<file path="config.mk">
export PLATFORM = sky130hd
export DESIGN_NAME = key_value_table
export DESIGN_NICKNAME = d
export VERILOG_FILES = /design/src/sv/kvt_pkg.sv /design/src/sv/kvt_front.sv /design/src/sv/kvt_back.sv /design/src/sv/key_value_table.sv
export SDC_FILE = /design/constraint.sdc
export NUM_CORES = 1
export LEC_CHECK = 0
export ABC_AREA = 1
export BUFFER_PORTS_ARGS = -buffer_cell sky130_fd_sc_hd__buf_2
export CAP_MARGIN = 20
export CORE_AREA = 2 2 420 422
export CTS_BUF_LIST = sky130_fd_sc_hd__clkbuf_16
export DETAILED_ROUTE_END_ITERATION = 7
export DIE_AREA = 0 0 422 424
export GPL_TIMING_DRIVEN = 0
export PLACE_DENSITY = 0.55
export SLEW_MARGIN = 20
export SYNTH_ARGS = -nofsm -noshare
export SYNTH_HDL_FRONTEND = slang
export SYNTH_SLANG_ARGS = --single-unit
</file>
<file path="constraint.sdc">
create_clock -name aclk -period 6.9 [get_ports aclk]
set_input_delay 0 -clock aclk [delete_from_list [all_inputs] [get_ports aclk]]
set_output_delay 0 -clock aclk [all_outputs]
set_load 0.05 [all_outputs]
</file>
<file path="src/sv/kvt_pkg.sv">
`default_nettype none

package kvt_pkg;

    // Fixed widths of the item fields on the ports.
    localparam int FIELD_BITS  = 32;
    localparam int OP_BITS     = 2;
    localparam int COUNT_OUT_W = 5;

    // Request queue between front and back.
    localparam int QUEUE_DEPTH = 2;
    localparam int QPTR_W      = $clog2(QUEUE_DEPTH);

    typedef enum logic [OP_BITS-1:0] {
        OP_ADD      = 2'd0,
        OP_FIND     = 2'd1,
        OP_RETRIEVE = 2'd2,
        OP_REMOVE   = 2'd3
    } op_t;

    typedef struct packed {
        op_t                   op;
        logic [FIELD_BITS-1:0] key;
        logic [FIELD_BITS-1:0] value;
    } req_t;

endpackage : kvt_pkg

`default_nettype wire

</file>
<file path="src/sv/kvt_front.sv">
`default_nettype none

module kvt_front #(
    parameter int KEY_W   = 32,
    parameter int VALUE_W = 32
) (
    input  wire logic                             aclk,
    input  wire logic                             aresetn,
    input  wire logic                             s_valid,
    output logic                                  s_ready,
    input  wire logic [kvt_pkg::OP_BITS-1:0]      s_operation,
    input  wire logic [kvt_pkg::FIELD_BITS-1:0]   s_key,
    input  wire logic [kvt_pkg::FIELD_BITS-1:0]   s_value,
    output logic                                  q_valid,
    input  wire logic                             q_pop,
    output kvt_pkg::req_t                         q_head
);
    import kvt_pkg::*;

    localparam logic [FIELD_BITS-1:0] KEY_MASK   = FIELD_BITS'((64'd1 << KEY_W) - 64'd1);
    localparam logic [FIELD_BITS-1:0] VALUE_MASK = FIELD_BITS'((64'd1 << VALUE_W) - 64'd1);

    req_t              q_mem [QUEUE_DEPTH];
    logic [QPTR_W-1:0] wr_ptr_reg, wr_ptr_next;
    logic [QPTR_W-1:0] rd_ptr_reg, rd_ptr_next;
    logic [QPTR_W:0]   cnt_reg, cnt_next;
    logic              push;
    req_t              req_in;

    // decode: op code to enum, unused key/value bits cleared
    always_comb begin
        req_in.key   = s_key & KEY_MASK;
        req_in.value = (s_operation == OP_ADD) ? (s_value & VALUE_MASK) : '0;
        unique case (s_operation)
            OP_ADD:      req_in.op = OP_ADD;
            OP_FIND:     req_in.op = OP_FIND;
            OP_RETRIEVE: req_in.op = OP_RETRIEVE;
            default:     req_in.op = OP_REMOVE;
        endcase
    end

    assign s_ready = (cnt_reg != (QPTR_W+1)'(QUEUE_DEPTH));
    assign push    = s_valid && s_ready;
    assign q_valid = (cnt_reg != '0);
    assign q_head  = q_mem[rd_ptr_reg];

    always_comb begin
        wr_ptr_next = push  ? wr_ptr_reg + 1'b1 : wr_ptr_reg;
        rd_ptr_next = q_pop ? rd_ptr_reg + 1'b1 : rd_ptr_reg;
        cnt_next    = cnt_reg;
        if (push && !q_pop) begin
            cnt_next = cnt_reg + 1'b1;
        end else if (!push && q_pop) begin
            cnt_next = cnt_reg - 1'b1;
        end
    end

    always_ff @(posedge aclk) begin
        if (!aresetn) begin
            wr_ptr_reg <= '0;
            rd_ptr_reg <= '0;
            cnt_reg    <= '0;
        end else begin
            wr_ptr_reg <= wr_ptr_next;
            rd_ptr_reg <= rd_ptr_next;
            cnt_reg    <= cnt_next;
        end
    end

    always_ff @(posedge aclk) begin
        if (push) begin
            q_mem[wr_ptr_reg] <= req_in;
        end
    end

    q_no_underflow: assert property (@(posedge aclk) disable iff (!aresetn)
        q_pop |-> q_valid)
        else $error("pop from empty request queue");

    q_count_bound: assert property (@(posedge aclk) disable iff (!aresetn)
        cnt_reg <= (QPTR_W+1)'(QUEUE_DEPTH))
        else $error("request queue count out of range");

    q_count_track: assert property (@(posedge aclk) disable iff (!aresetn)
        (push && !q_pop) |=> (cnt_reg == $past(cnt_reg) + 1'b1))
        else $error("request queue count did not follow push");

endmodule : kvt_front

`default_nettype wire

</file>
<file path="src/sv/kvt_back.sv">
`default_nettype none

module kvt_back #(
    parameter int CAPACITY = 16,
    parameter int KEY_W    = 32,
    parameter int VALUE_W  = 32
) (
    input  wire logic                               aclk,
    input  wire logic                               aresetn,
    input  wire logic                               q_valid,
    output logic                                    q_pop,
    input  wire kvt_pkg::req_t                      q_head,
    output logic                                    m_valid,
    input  wire logic                               m_ready,
    output logic                                    m_ok,
    output logic                                    m_full_reject,
    output logic [kvt_pkg::FIELD_BITS-1:0]          m_value_out,
    output logic [kvt_pkg::COUNT_OUT_W-1:0]         m_entry_count,
    output logic                                    m_is_empty
);
    import kvt_pkg::*;

    localparam int COUNT_W = $clog2(CAPACITY + 1);

    typedef enum logic {
        ST_LOOKUP,
        ST_EXEC
    } state_t;

    // entry store, no reset: only read where valid
    logic [KEY_W-1:0]   entry_key   [CAPACITY];
    logic [VALUE_W-1:0] entry_value [CAPACITY];

    state_t               state_reg, state_next;
    req_t                 req_reg, req_next;
    logic [CAPACITY-1:0]  hit_reg, hit_next;
    logic [CAPACITY-1:0]  free_reg, free_next;
    logic [CAPACITY-1:0]  valid_reg, valid_next;
    logic [COUNT_W-1:0]   count_reg, count_next;

    logic                   out_valid_reg, out_valid_next;
    logic                   out_ok_reg, out_ok_next;
    logic                   out_full_reg, out_full_next;
    logic [FIELD_BITS-1:0]  out_value_reg, out_value_next;
    logic [COUNT_OUT_W-1:0] out_count_reg, out_count_next;
    logic                   out_empty_reg, out_empty_next;

    logic                   fire;
    logic                   found;
    logic                   do_write;
    logic [VALUE_W-1:0]     value_sel;
    logic [CAPACITY-1:0]    free_vec;
    logic [FIELD_BITS-1:0]  count_ext;

    // all-slot compare and free-slot vector (its lowest set bit is isolated on pop)
    always_comb begin
        for (int i = 0; i < CAPACITY; i++) begin
            hit_next[i] = valid_reg[i] && (entry_key[i] == q_head.key[KEY_W-1:0]);
        end
        free_vec = ~valid_reg;
    end

    always_comb begin
        value_sel = '0;
        for (int i = 0; i < CAPACITY; i++) begin
            value_sel = value_sel | (entry_value[i] & {VALUE_W{hit_reg[i]}});
        end
    end

    assign found = |hit_reg;
    assign fire  = (state_reg == ST_EXEC) && (!out_valid_reg || m_ready);

    always_comb begin
        state_next     = state_reg;
        req_next       = req_reg;
        free_next      = free_reg;
        valid_next     = valid_reg;
        count_next     = count_reg;
        q_pop          = 1'b0;
        do_write       = 1'b0;
        out_valid_next = (out_valid_reg && !m_ready);
        out_ok_next    = out_ok_reg;
        out_full_next  = out_full_reg;
        out_value_next = out_value_reg;
        out_count_next = out_count_reg;
        out_empty_next = out_empty_reg;
        count_ext      = '0;

        unique case (state_reg)
            ST_LOOKUP: begin
                if (q_valid) begin
                    q_pop      = 1'b1;
                    req_next   = q_head;
                    free_next  = free_vec & (~free_vec + 1'b1);
                    state_next = ST_EXEC;
                end
            end
            ST_EXEC: begin
                if (fire) begin
                    out_ok_next    = 1'b0;
                    out_full_next  = 1'b0;
                    out_value_next = '0;
                    case (req_reg.op)
                        OP_ADD: begin
                            if (!found) begin
                                if (count_reg >= COUNT_W'(CAPACITY)) begin
                                    out_full_next = 1'b1;
                                end else begin
                                    do_write    = 1'b1;
                                    valid_next  = valid_reg | free_reg;
                                    count_next  = count_reg + 1'b1;
                                    out_ok_next = 1'b1;
                                end
                            end
                        end
                        OP_FIND: begin
                            out_ok_next = found;
                        end
                        OP_RETRIEVE: begin
                            out_ok_next = found;
                            if (found) begin
                                out_value_next = FIELD_BITS'(value_sel);
                            end
                        end
                        default: begin
                            if (found) begin
                                valid_next  = valid_reg & ~hit_reg;
                                count_next  = count_reg - 1'b1;
                                out_ok_next = 1'b1;
                            end
                        end
                    endcase
                    count_ext      = FIELD_BITS'(count_next);
                    out_count_next = count_ext[COUNT_OUT_W-1:0];
                    out_empty_next = (count_next == '0);
                    out_valid_next = 1'b1;
                    state_next     = ST_LOOKUP;
                end
            end
            default: state_next = ST_LOOKUP;
        endcase
    end

    always_ff @(posedge aclk) begin
        if (!aresetn) begin
            state_reg     <= ST_LOOKUP;
            valid_reg     <= '0;
            count_reg     <= '0;
            out_valid_reg <= 1'b0;
        end else begin
            state_reg     <= state_next;
            valid_reg     <= valid_next;
            count_reg     <= count_next;
            out_valid_reg <= out_valid_next;
        end
        req_reg       <= req_next;
        hit_reg       <= (state_reg == ST_LOOKUP) ? hit_next : hit_reg;
        free_reg      <= free_next;
        out_ok_reg    <= out_ok_next;
        out_full_reg  <= out_full_next;
        out_value_reg <= out_value_next;
        out_count_reg <= out_count_next;
        out_empty_reg <= out_empty_next;
    end

    always_ff @(posedge aclk) begin
        for (int i = 0; i < CAPACITY; i++) begin
            if (do_write && free_reg[i]) begin
                entry_key[i]   <= req_reg.key[KEY_W-1:0];
                entry_value[i] <= req_reg.value[VALUE_W-1:0];
            end
        end
    end

    assign m_valid       = out_valid_reg;
    assign m_ok          = out_ok_reg;
    assign m_full_reject = out_full_reg;
    assign m_value_out   = out_value_reg;
    assign m_entry_count = out_count_reg;
    assign m_is_empty    = out_empty_reg;

    count_matches_valid: assert property (@(posedge aclk) disable iff (!aresetn)
        $countones(valid_reg) == int'(count_reg))
        else $error("entry count differs from number of valid slots");

    count_bound: assert property (@(posedge aclk) disable iff (!aresetn)
        count_reg <= COUNT_W'(CAPACITY))
        else $error("entry count above capacity");

    unique_keys: assert property (@(posedge aclk) disable iff (!aresetn)
        (state_reg == ST_EXEC) |-> $onehot0(hit_reg))
        else $error("key present in more than one slot");

    ok_full_exclusive: assert property (@(posedge aclk) disable iff (!aresetn)
        out_valid_reg |-> !(out_ok_reg && out_full_reg))
        else $error("result flagged both ok and full");

    value_needs_ok: assert property (@(posedge aclk) disable iff (!aresetn)
        (out_valid_reg && !out_ok_reg) |-> (out_value_reg == '0))
        else $error("value returned without a hit");

endmodule : kvt_back

`default_nettype wire

</file>
<file path="src/sv/key_value_table.sv">
// key_value_table: bounded associative store with unique keys.
// Input channel (s_*): one item per handshake; operation 0 add, 1 find,
//   2 retrieve, 3 remove, with key and value (value used by add only).
// Result channel (m_*): exactly one result item per input item, in order:
//   ok, full_reject, value_out, entry_count and is_empty after the op.
// Front: decodes the item and pushes it into a two-entry request queue.
// Back: compares the key against every slot at once (one comparator per
//   slot), registers the hit vector and lowest free slot, then executes
//   and loads the result register.
// Path: the queue entry, then the registered lookup, then the result register.
// The back takes a new item only after it has executed the last one, as its
//   lookup and execute steps share a single set of slot registers.
// Key/value bits above KEY_BITS/VALUE_BITS are dropped; keys and values are
//   stored at most 32 bits wide.
// Reset (aresetn low, synchronous): table emptied, count zero, queue
//   emptied and m_valid cleared. Ready to accept on the first cycle after.
// Receiver stall: the result holds until taken; the back waits with its
//   next op, the queue fills, and then s_ready drops.
`default_nettype none

module key_value_table #(
    parameter int CAPACITY   = 16,
    parameter int KEY_BITS   = 32,
    parameter int VALUE_BITS = 32
) (
    input  wire logic                               aclk,
    input  wire logic                               aresetn,
    input  wire logic                               s_valid,
    output logic                                    s_ready,
    input  wire logic [kvt_pkg::OP_BITS-1:0]        s_operation,
    input  wire logic [kvt_pkg::FIELD_BITS-1:0]     s_key,
    input  wire logic [kvt_pkg::FIELD_BITS-1:0]     s_value,
    output logic                                    m_valid,
    input  wire logic                               m_ready,
    output logic                                    m_ok,
    output logic                                    m_full_reject,
    output logic [kvt_pkg::FIELD_BITS-1:0]          m_value_out,
    output logic [kvt_pkg::COUNT_OUT_W-1:0]         m_entry_count,
    output logic                                    m_is_empty
);
    import kvt_pkg::*;

    // stored widths: the ports carry 32 bits, so wider settings add nothing
    localparam int KEY_W   = (KEY_BITS < FIELD_BITS) ? KEY_BITS : FIELD_BITS;
    localparam int VALUE_W = (VALUE_BITS < FIELD_BITS) ? VALUE_BITS : FIELD_BITS;

    logic q_valid;
    logic q_pop;
    req_t q_head;

    kvt_front #(
        .KEY_W   (KEY_W),
        .VALUE_W (VALUE_W)
    ) u_front (
        .aclk        (aclk),
        .aresetn     (aresetn),
        .s_valid     (s_valid),
        .s_ready     (s_ready),
        .s_operation (s_operation),
        .s_key       (s_key),
        .s_value     (s_value),
        .q_valid     (q_valid),
        .q_pop       (q_pop),
        .q_head      (q_head)
    );

    kvt_back #(
        .CAPACITY (CAPACITY),
        .KEY_W    (KEY_W),
        .VALUE_W  (VALUE_W)
    ) u_back (
        .aclk          (aclk),
        .aresetn       (aresetn),
        .q_valid       (q_valid),
        .q_pop         (q_pop),
        .q_head        (q_head),
        .m_valid       (m_valid),
        .m_ready       (m_ready),
        .m_ok          (m_ok),
        .m_full_reject (m_full_reject),
        .m_value_out   (m_value_out),
        .m_entry_count (m_entry_count),
        .m_is_empty    (m_is_empty)
    );

endmodule : key_value_table

`default_nettype wire

</file>
**Word-level counts from Yosys, hierarchy flattened**

Memories as Yosys holds them, arrays and structs flattened. A register that Yosys moved wholly into a read port is not among the register bits.
Index checks and enable logic that the tools add are counted.

- Register bits after elaboration: 165
- RAM bits: 1,156
- Input bits: 70
- Output and inout port bits: 42
- Logic and storage cells: 210
- Memories: 3

- Add/subtract/negate cells: 7
- Magnitude comparators: 1
- Eq/ne operators: 23
- Muxes and demuxes: 64
- Bitwise gates (word level): 40
- Reductions and logical operators: 55

Memories:

| name | depth | bits a word | rd ports | clocked after memory_dff | wr ports | RTL line | text |
|---|---|---|---|---|---|---|---|
| u_back.entry_key | 16 | 32 | 16 | 0 | 16 | kvt_back.sv:31 | `logic [KEY_W-1:0] entry_key [CAPACITY];` |
| u_back.entry_value | 16 | 32 | 16 | 0 | 16 | kvt_back.sv:32 | `logic [VALUE_W-1:0] entry_value [CAPACITY];` |
| u_front.q_mem | 2 | 66 | 1 | 1 | 1 | kvt_front.sv:23 | `req_t q_mem [QUEUE_DEPTH];` |

Operators with widths:

| cell | count |
|---|---|
| 32-bit AND | 16 |
| 32-bit equality test | 16 |
| 32-bit bitwise OR | 15 |
| 1-bit 2-to-1 mux | 48 |
| 16-bit 2-to-1 mux | 3 |
| 16-bit inverter | 3 |
| 1-bit logical AND | 37 |
| 16-bit AND | 2 |
| 32-bit 2-to-1 mux | 1 |
| 16-bit one-hot mux with 2 select lines | 1 |
| 5-bit 2-to-1 mux | 5 |
| 17-bit OR reduction | 1 |
| 16-bit by 1-bit adder with 16-bit output, second input constant | 1 |
| 16-bit bitwise OR | 1 |
| 16-bit OR reduction | 1 |
| 5-bit one-hot mux with 2 select lines | 1 |
| 2-bit inequality test, second input constant | 3 |
| 2-bit one-hot mux with 3 select lines | 1 |
| 2-bit AND reduction | 3 |
| 6-bit AND reduction | 1 |
| 2-bit nonzero test | 3 |
| 5-bit by 1-bit adder with 5-bit output, second input constant | 1 |
| 5-bit greater-or-equal comparator, second input constant | 1 |
| 5-bit logical NOT | 1 |
| other kinds (13) | 24 |

**Logic depth before layout (Yosys ltp)**

Gate-level depths: netlist of the first run.

- Word-level depth: 16
- Mapped depth: 14
- Depth with buffers taken out: 12

**Cells and area by module**

Synthesis of the first run repeated with hierarchy kept, for this count alone.

- Cell total of the unflattened synthesis: 3,563
- Area total of the unflattened synthesis: 51,752.1 sq um

By module, submodules not included:

| module | times used | cells each | area each (sq um) | sequential area each (sq um) |
|---|---|---|---|---|
| kvt_back | 1 | 3,251 | 46,303.2 | 35,353.9 |
| kvt_front | 1 | 312 | 5,449.0 | 4,063.9 |

**Worst setup path before layout of the first run**

Ideal clock, no wire load.

- Kind: reg-to-reg
- Start point: register u_front.cnt_reg[0]
- End point: register u_front.cnt_reg[1]
- Setup time: 0.122 ns
- Arrival time: 5.551 ns
- Data required time: 6.778 ns
- Setup slack: 1.227 ns
- Cell stages (with the launch flop): 9
- Path buffers: 0
- Clock period less this slack: 5.673 ns
- Path through: dfxtp_1 > inv_1 > a21oi_1 > inv_1 > ha_1 > a21oi_1 > o21ai_0 > o21ai_0 > a21oi_1

- Word-level cells in the longest chain between the ends: 6
- Elaborated cells on any way between the ends: 14
- Classes of those cells: add/sub (2); eq/ne (1); mux (4); reduce/logical (7)

RTL lines:

| what | RTL line | text |
|---|---|---|
| from (decl) | kvt_front.sv:26 | `logic [QPTR_W:0] cnt_reg, cnt_next;` |
| from (signal assigned) | kvt_front.sv:66 | `cnt_reg <= cnt_next;` |
| 2-bit nonzero test * | kvt_front.sv:44 | `assign q_valid = (cnt_reg != '0);` |
| 1-bit 2-to-1 mux * | kvt_back.sv:91 | `if (q_valid) begin` |
| 1-bit 2-to-1 mux * | kvt_back.sv:89 | `unique case (state_reg)` |
| named net q_pop | key_value_table.sv:48 | `logic q_pop;` |
| 1-bit logical NOT | kvt_front.sv:51 | `if (push && !q_pop) begin` |
| 1-bit logical AND | kvt_front.sv:51 |  |
| 2-bit 2-to-1 mux / 2-bit nonzero test (equally long branches) | n/a |  |

Mark *: on every way through the listed nets, which the timed path passes. The rest lies on a longest branch. The select of a mux whose other input is x is not followed.
A chain may end at the register's enable or synchronous reset.

==> reports/metrics.cfg, run 1 <==
[outcome]
status = finished, final reports clean

[floorplanning]
die_h_um = 424
io_pins = 112
initial_core_util_pct = 29.8
core_um2 = 175000
dieArea_um2 = 179000
rows = 154
die_w_um = 422

[hold_path]
min_from = s_operation[1]
holdPathEnd = u_front.q_mem[0][65]
hold_class = in -> reg
worstHoldPathCells = 3

[synthesis]
synth_xor_area_share_pct = 3.11
yosys.area_share.simple_pct = 11.7
synth_cell_types = 45
netlist_area_um2 = 52200
yosysTopAreaCellShare_pct = 74.5
syn_nets = 3902
yosys-top-cells-area = edfxtp_1 74%, nand2_1 7.0%, a221oi_1 2.3%, xor2_1 1.9%, nor2_1 1.9%
synth_top_family_by_area = simple AND/OR/NAND/NOR gates
syn_inst = 3826
synth_seq_area_share_pct = 75.6
synth-adder-area-share_pct = 0.144
muxShareOfSynthArea_pct = 0
yosys.area.top_type = edfxtp_1
synth_seq_cells = 1322
synth_compound_area_share_pct = 6.38
synth_area_per_cell_um2 = 13.6
ys_warn_count = 0

[critical_path]
slowest_stage = nor2_4
crit_required_ns = 7.37
path_cells = clkbuf_1 > nor2_1 > nand2_1 > nor2_2 > nand2_2 > inv_2 > nand4_1 > clkbuf_2 > nor2_4 > buf_12 > buf_12
max_stage_delay_ns = 0.71
setup.worst_path.start = u_back.hit_reg[1]
timing.rr.start = u_back.hit_reg[1]
critPathKind = reg -> reg
worstPathArrival_ns = 4.89
r2r_slack_ns = 2.48
reg2reg_to = u_back.entry_value[0][124]
reg2reg_depth = 11
crit_path_end_kind = flop
critPathMaxFanout = 16
critPathMostFrequentCell = buf_12
crit_buf_inv = 5
startpoint_type = flop
critPathTopFamily = simple AND/OR/NAND/NOR gates

[clock_tree]
cts_inserted_buffers = 139
cts_buffer_depth = 3
cts.htree.levels = 4
post_cts_buffers = 0
clk_pin_slew_worst_paths_ns = 0.06
postCtsResizedCells = 0
clk_latency_ns = 0.79
cts_hold_buf = 102
clockRootBuffer = clkbuf_16
cts_sinks = 1322
tritoncts = done

[cells_and_area]
final_area_um2 = 63200
layout-drive-gt1-share_pct = 13.9
fin_util_pct = 36.1
final_nets = 4343
syn_to_final_growth_pct = 21.2
reg_top3 = u_back.entry_key (512), u_back.entry_value (512), u_front.q_mem (132)
fin_cells = 6722

[power_and_ir_drop]
p_leak_nw = 22.1
pwr-share-clk_pct = 26.7
comb_power_share_pct = 29.3
p_int_mw = 16.7
peakVddDrop_mv = 0.251
power_mw = 27.3
p_seq_share_pct = 43.9
power_density_nw_per_um2 = 433
p_sw_mw = 10.6
p_sw_share_pct = 38.8

[timing]
finClkSkew_ns = 0.0240
setup_tns_ns = 0
hold_violations = 0
fin_crit_ns = 4.42
setup_viol = 0
rsz0062_at_grt = no
fmax_ghz = 0.226
final-max-slew-violation-count = 0
period_share_pct = 64.1
worst_slew_margin_rel_pct = 12.5
tightest_slew_ns = 1.31
fin_ws_ns = 2.48
hold_slack_ns = 0.100

[place]
hpwlAfterDp_mm = 121
dp_cells = 6360
placed_cell_area_um2 = 57700
place.gp.congestion = 0.918
place_ws_ns = 2.54
io_buffers = 111

[global_route]
grt_pass1_wl_mm = 252
track_usage_pct = 20.1
grt_pass1_vias = 32292
antenna_found_initial = 10
grt_start_max_net_pins = 31
overflow = 0

[flow_run]
maxCapViolations = 0

[detailed_routing]
wl_per_cell_um = 27.4
drt_iter0_markers = 4747
avgViaCountPerCell = 5.06
route.detailed.drc = 0
drt-total-wl_mm = 184
ant_nets = 0
first_pass_iters = 5
vias = 33987

## placed cells by master, fill, tap and decap left out, types with 24 or more instances in the layout
master	synthesis	layout
o22ai_1	72	72
buf_6	22	25
buf_12	1	31
buf_2	52	163
clkbuf_16	0	143
nor2_1	259	241
nand4_1	49	49
or2_2	28	28
nand3_1	66	66
dfxtp_1	28	28
buf_16	0	43
clkbuf_1	70	52
nand2_1	973	973
xnor2_1	72	72
nor3_1	24	24
xor2_1	113	113
edfxtp_1	1294	1294
inv_1	174	206
o21ai_0	168	168
a41oi_1	31	31
a221oi_1	139	139
dlygate4sd3_1	0	102
clkinv_1	0	37
## final cells by class
cell class | count | area (um2)
fillers | 16825 | 112000
flip-flops and latches | 1322 | 39400
multi-input cells | 2153 | 11300
clock buffers | 143 | 3580
repair buffers | 300 | 3560
well taps | 2340 | 2930
plain buffers | 162 | 937
clock inverters | 111 | 820
inverters | 189 | 712
diodes | 2 | 5.00
## synth_stat cells (all sizes together)
master / count
o221ai: 5
a41oi: 31
a221oi: 141
edfxtp: 1294
clkbuf: 70
nand3b: 5
xor2: 113
a21oi: 33
o211ai: 4
inv: 189
nand4: 49
o21ai: 187
ha: 6
nand2: 1001
or2: 38
buf: 92
nor4: 14
a31oi: 2
nor3: 24
nand3: 76
and3: 3
xnor2: 72
dfxtp: 28
nor2: 262
o22ai: 72
a22o: 13
o21bai: 1
and2: 1
## power by group through the flow
stage / Clock [mW] / Sequential (mW) / Combinational, mW
after detailed placement: 0 / 12.2 / 7.72
final: 7.32 / 12.0 / 8.02
after global placement: 0 / 11.7 / 6.30
after floorplan: 0 / 11.7 / 3.68
after global routing: 7.69 / 12.0 / 8.36
after CTS: 7.40 / 12.0 / 7.79
## tightest hold or removal path, stage by stage
cell	delay, ns
dlygate4sd3_1	0.55
buf_2	0.11
clkbuf_1	0.10
## per-layer routing
layer / track usage (%) / share of wire [%] / vias up
met2: 31.6 / 45 / 1868
met5: 0 / 0.014 / -
met3: 4.26 / 9.6 / 343
met4: 8.43 / 4.3 / 4
li1: - / - / 14701
met1: 27.1 / 41 / 17071
## worst max path at each step
stage,end,cells past startpoint
5_1_grt,u_back.entry_value[0][124],11
6_report,u_back.entry_value[0][124],11
3_5_place_dp,u_back.entry_value[0][104],11
4_1_cts,u_back.entry_value[0][103],11
2_1_floorplan,u_front.cnt_reg[1],8
3_3_place_gp,flop,4
## kinds of logic after synthesis
| family | after synthesis |
|---|---|
| simple gates | 1473 |
| buf+inv | 351 |
| xor+xnor | 185 |
| fa+ha+maj | 6 |
| compound gates | 489 |
| flops | 1322 |
No activity file was read; power rests on OpenSTA's default activity.
==> run 2: changes to the inputs <==
- clock period: 6.9 -> 4.6 ns (I/O delays scaled with it)
==> run 2 against run 1 <==
Total power rose by 49%. Worst hold slack got worse by 0.010 ns. Wire length rose by 0.57%.
==> reports/metrics.cfg, run 2 (synthesis gave the netlist of run 1 again) <==
[outcome]
status = finished, final reports clean  ; unchanged

[power_and_ir_drop]
power_density_nw_per_um2 = 647  ; was 433 nW/um2
peakVddDrop_mv = 0.436  ; was 0.251 mV
p_leak_nw = 22.0  ; was 22.1 nW
power_mw = 40.8  ; was 27.3 mW

[timing]
fmax_ghz = 0.228  ; was 0.226 GHz
fin_crit_ns = 4.39  ; was 4.42 ns
hold_violations = 0  ; unchanged
period_share_pct = 95.4  ; was 64.1%
setup_viol = 0  ; unchanged
rsz0062_at_grt = no  ; unchanged
finClkSkew_ns = 0.0322  ; was 0.0240 ns
final-max-slew-violation-count = 0  ; unchanged
worst_slew_margin_rel_pct = 14.0  ; was 12.5%
tightest_slew_ns = 1.28  ; was 1.31 ns

[cells_and_area]
reg_top3 = u_back.entry_key (512), u_back.entry_value (512), u_front.q_mem (132)  ; unchanged
layout-drive-gt1-share_pct = 13.8  ; was 13.9%
fin_cells = 6716  ; was 6722
final_nets = 4343  ; unchanged
layout_commonest_cell = edfxtp_1  ; unchanged
fin_util_pct = 36.0  ; was 36.1%
final_cell_mix = 1294 x edfxtp_1, 973 x nand2_1, 241 x nor2_1  ; unchanged
syn_to_final_growth_pct = 20.8  ; was 21.2%

[global_route]
antenna_found_initial = 7  ; was 10
track_usage_pct = 20.2  ; was 20.1%
grt_pass1_wl_mm = 254  ; was 252 mm
overflow = 0  ; unchanged
grt_pass1_vias = 32298  ; was 32292
grt_start_max_net_pins = 30  ; was 31

[critical_path]
worstPathArrival_ns = 4.89  ; about the same
critPathMaxFanout = 12  ; was 16
critPathKind = reg -> reg  ; unchanged
crit_required_ns = 5.10  ; was 7.37 ns
startpoint_type = flop  ; unchanged
crit_path_end_kind = flop  ; unchanged

[clock_tree]
postCtsResizedCells = 0  ; unchanged
clk_pin_slew_worst_paths_ns = 0.06  ; about the same
clockRootBuffer = clkbuf_16  ; unchanged
cts_sinks = 1322  ; unchanged
tritoncts = done  ; unchanged
cts.htree.levels = 4  ; unchanged
cts_inserted_buffers = 139  ; unchanged
clk_latency_ns = 0.80  ; was 0.79 ns
cts_buffer_depth = 3  ; unchanged

[detailed_routing]
vias = 34331  ; was 33987
avgViaCountPerCell = 5.11  ; was 5.06
route.detailed.drc = 0  ; unchanged
wl_per_cell_um = 27.6  ; was 27.4 um
drt_iter0_markers = 5065  ; was 4747
ant_nets = 0  ; unchanged
drt-total-wl_mm = 185  ; was 184 mm
first_pass_iters = 5  ; unchanged

[floorplanning]
initial_core_util_pct = 29.8  ; unchanged
rows = 154  ; unchanged
core_um2 = 175000  ; unchanged
dieArea_um2 = 179000  ; unchanged
die_h_um = 424  ; unchanged
io_pins = 112  ; unchanged
die_w_um = 422  ; unchanged

[place]
dp_cells = 6358  ; was 6360
hpwlAfterDp_mm = 121  ; about the same
io_buffers = 111  ; unchanged
place.gp.congestion = 0.918  ; about the same

[hold_path]
hold_class = in -> reg  ; unchanged

[flow_run]
maxCapViolations = 0  ; unchanged

## run 2: cell type report
type	instances	area, um2
fillers	16871	112000
multi-input cells	2153	11300
inverters	189	712
clock inverters	105	688
clock buffers	141	3530
flip-flops and latches	1322	39400
repair buffers	300	3500
diodes	4	10.0
well taps	2340	2930
plain buffers	162	941
## run 2: metal layers
layer / track usage, % / wire length [um] / vias to the layer above
met5: 0 / 13 / -
met4: 8.28 / 7630 / 2
met3: 4.27 / 18700 / 356
met2: 31.7 / 84200 / 1968
met1: 27.3 / 74600 / 17311
li1: - / - / 14694
## run 2: path summary, 6_finish.rpt
check                                        start                    endpoint  slack (ns)  depth (start not counted)
worst max-delay path             u_back.hit_reg[1]  u_back.entry_value[0][175]        0.21                         12
worst max register to register   u_back.hit_reg[1]  u_back.entry_value[0][175]        0.21                         12
worst min-delay path                       aresetn          u_front.cnt_reg[0]        0.09                          4
worst min register to register  u_front.rd_ptr_reg          u_front.rd_ptr_reg        0.47                          1
## run 2: power breakdown
group,internal (mW),total [mW],leakage [nW],switching (mW)
Clock,5.86,10.7,2.18,4.82
Sequential,15.9,18.1,12.0,2.25
Combinational,3.05,11.9,7.78,8.90
Total,24.8,40.8,22.0,16.0
## run 2: what timing repair did
action | CTS | global route
setup endpoints to repair | 0 | 41
endpoints found under the hold margin | 164 | 0
buffers inserted | 0 | 7
hold buffers | 101 | 0
## run 2: worst max-delay path, stage by stage (launching register included)
cell	delay [ns]
edfxtp_1	0.35
clkbuf_1	0.48
nor2_1	0.23
nand2_1	0.09
nor2_2	0.31
nand2_2	0.14
inv_2	0.15
nand4_1	0.59
clkbuf_2	0.58
nor2_4	0.56
buf_16	0.23
buf_16	0.18
buf_16	0.16
## run 2: through the flow
step / TNS [ns] / instance area [um2] / setup slack [ns] / hold slack (ns)
6_report: 0 / 63000 / 0.212 / 0.0903
5_1_grt: 0 / 63000 / 0.0339 / 0.0814
4_1_cts: 0 / 62900 / 0.160 / 0.0473
3_5_place_dp: 0 / 57700 / 0.194 / 0.193
3_3_place_gp: -5392.17 / 55600 / -5.53 / 0.188
2_1_floorplan: -694.58 / 52200 / -0.749 / 0.0989
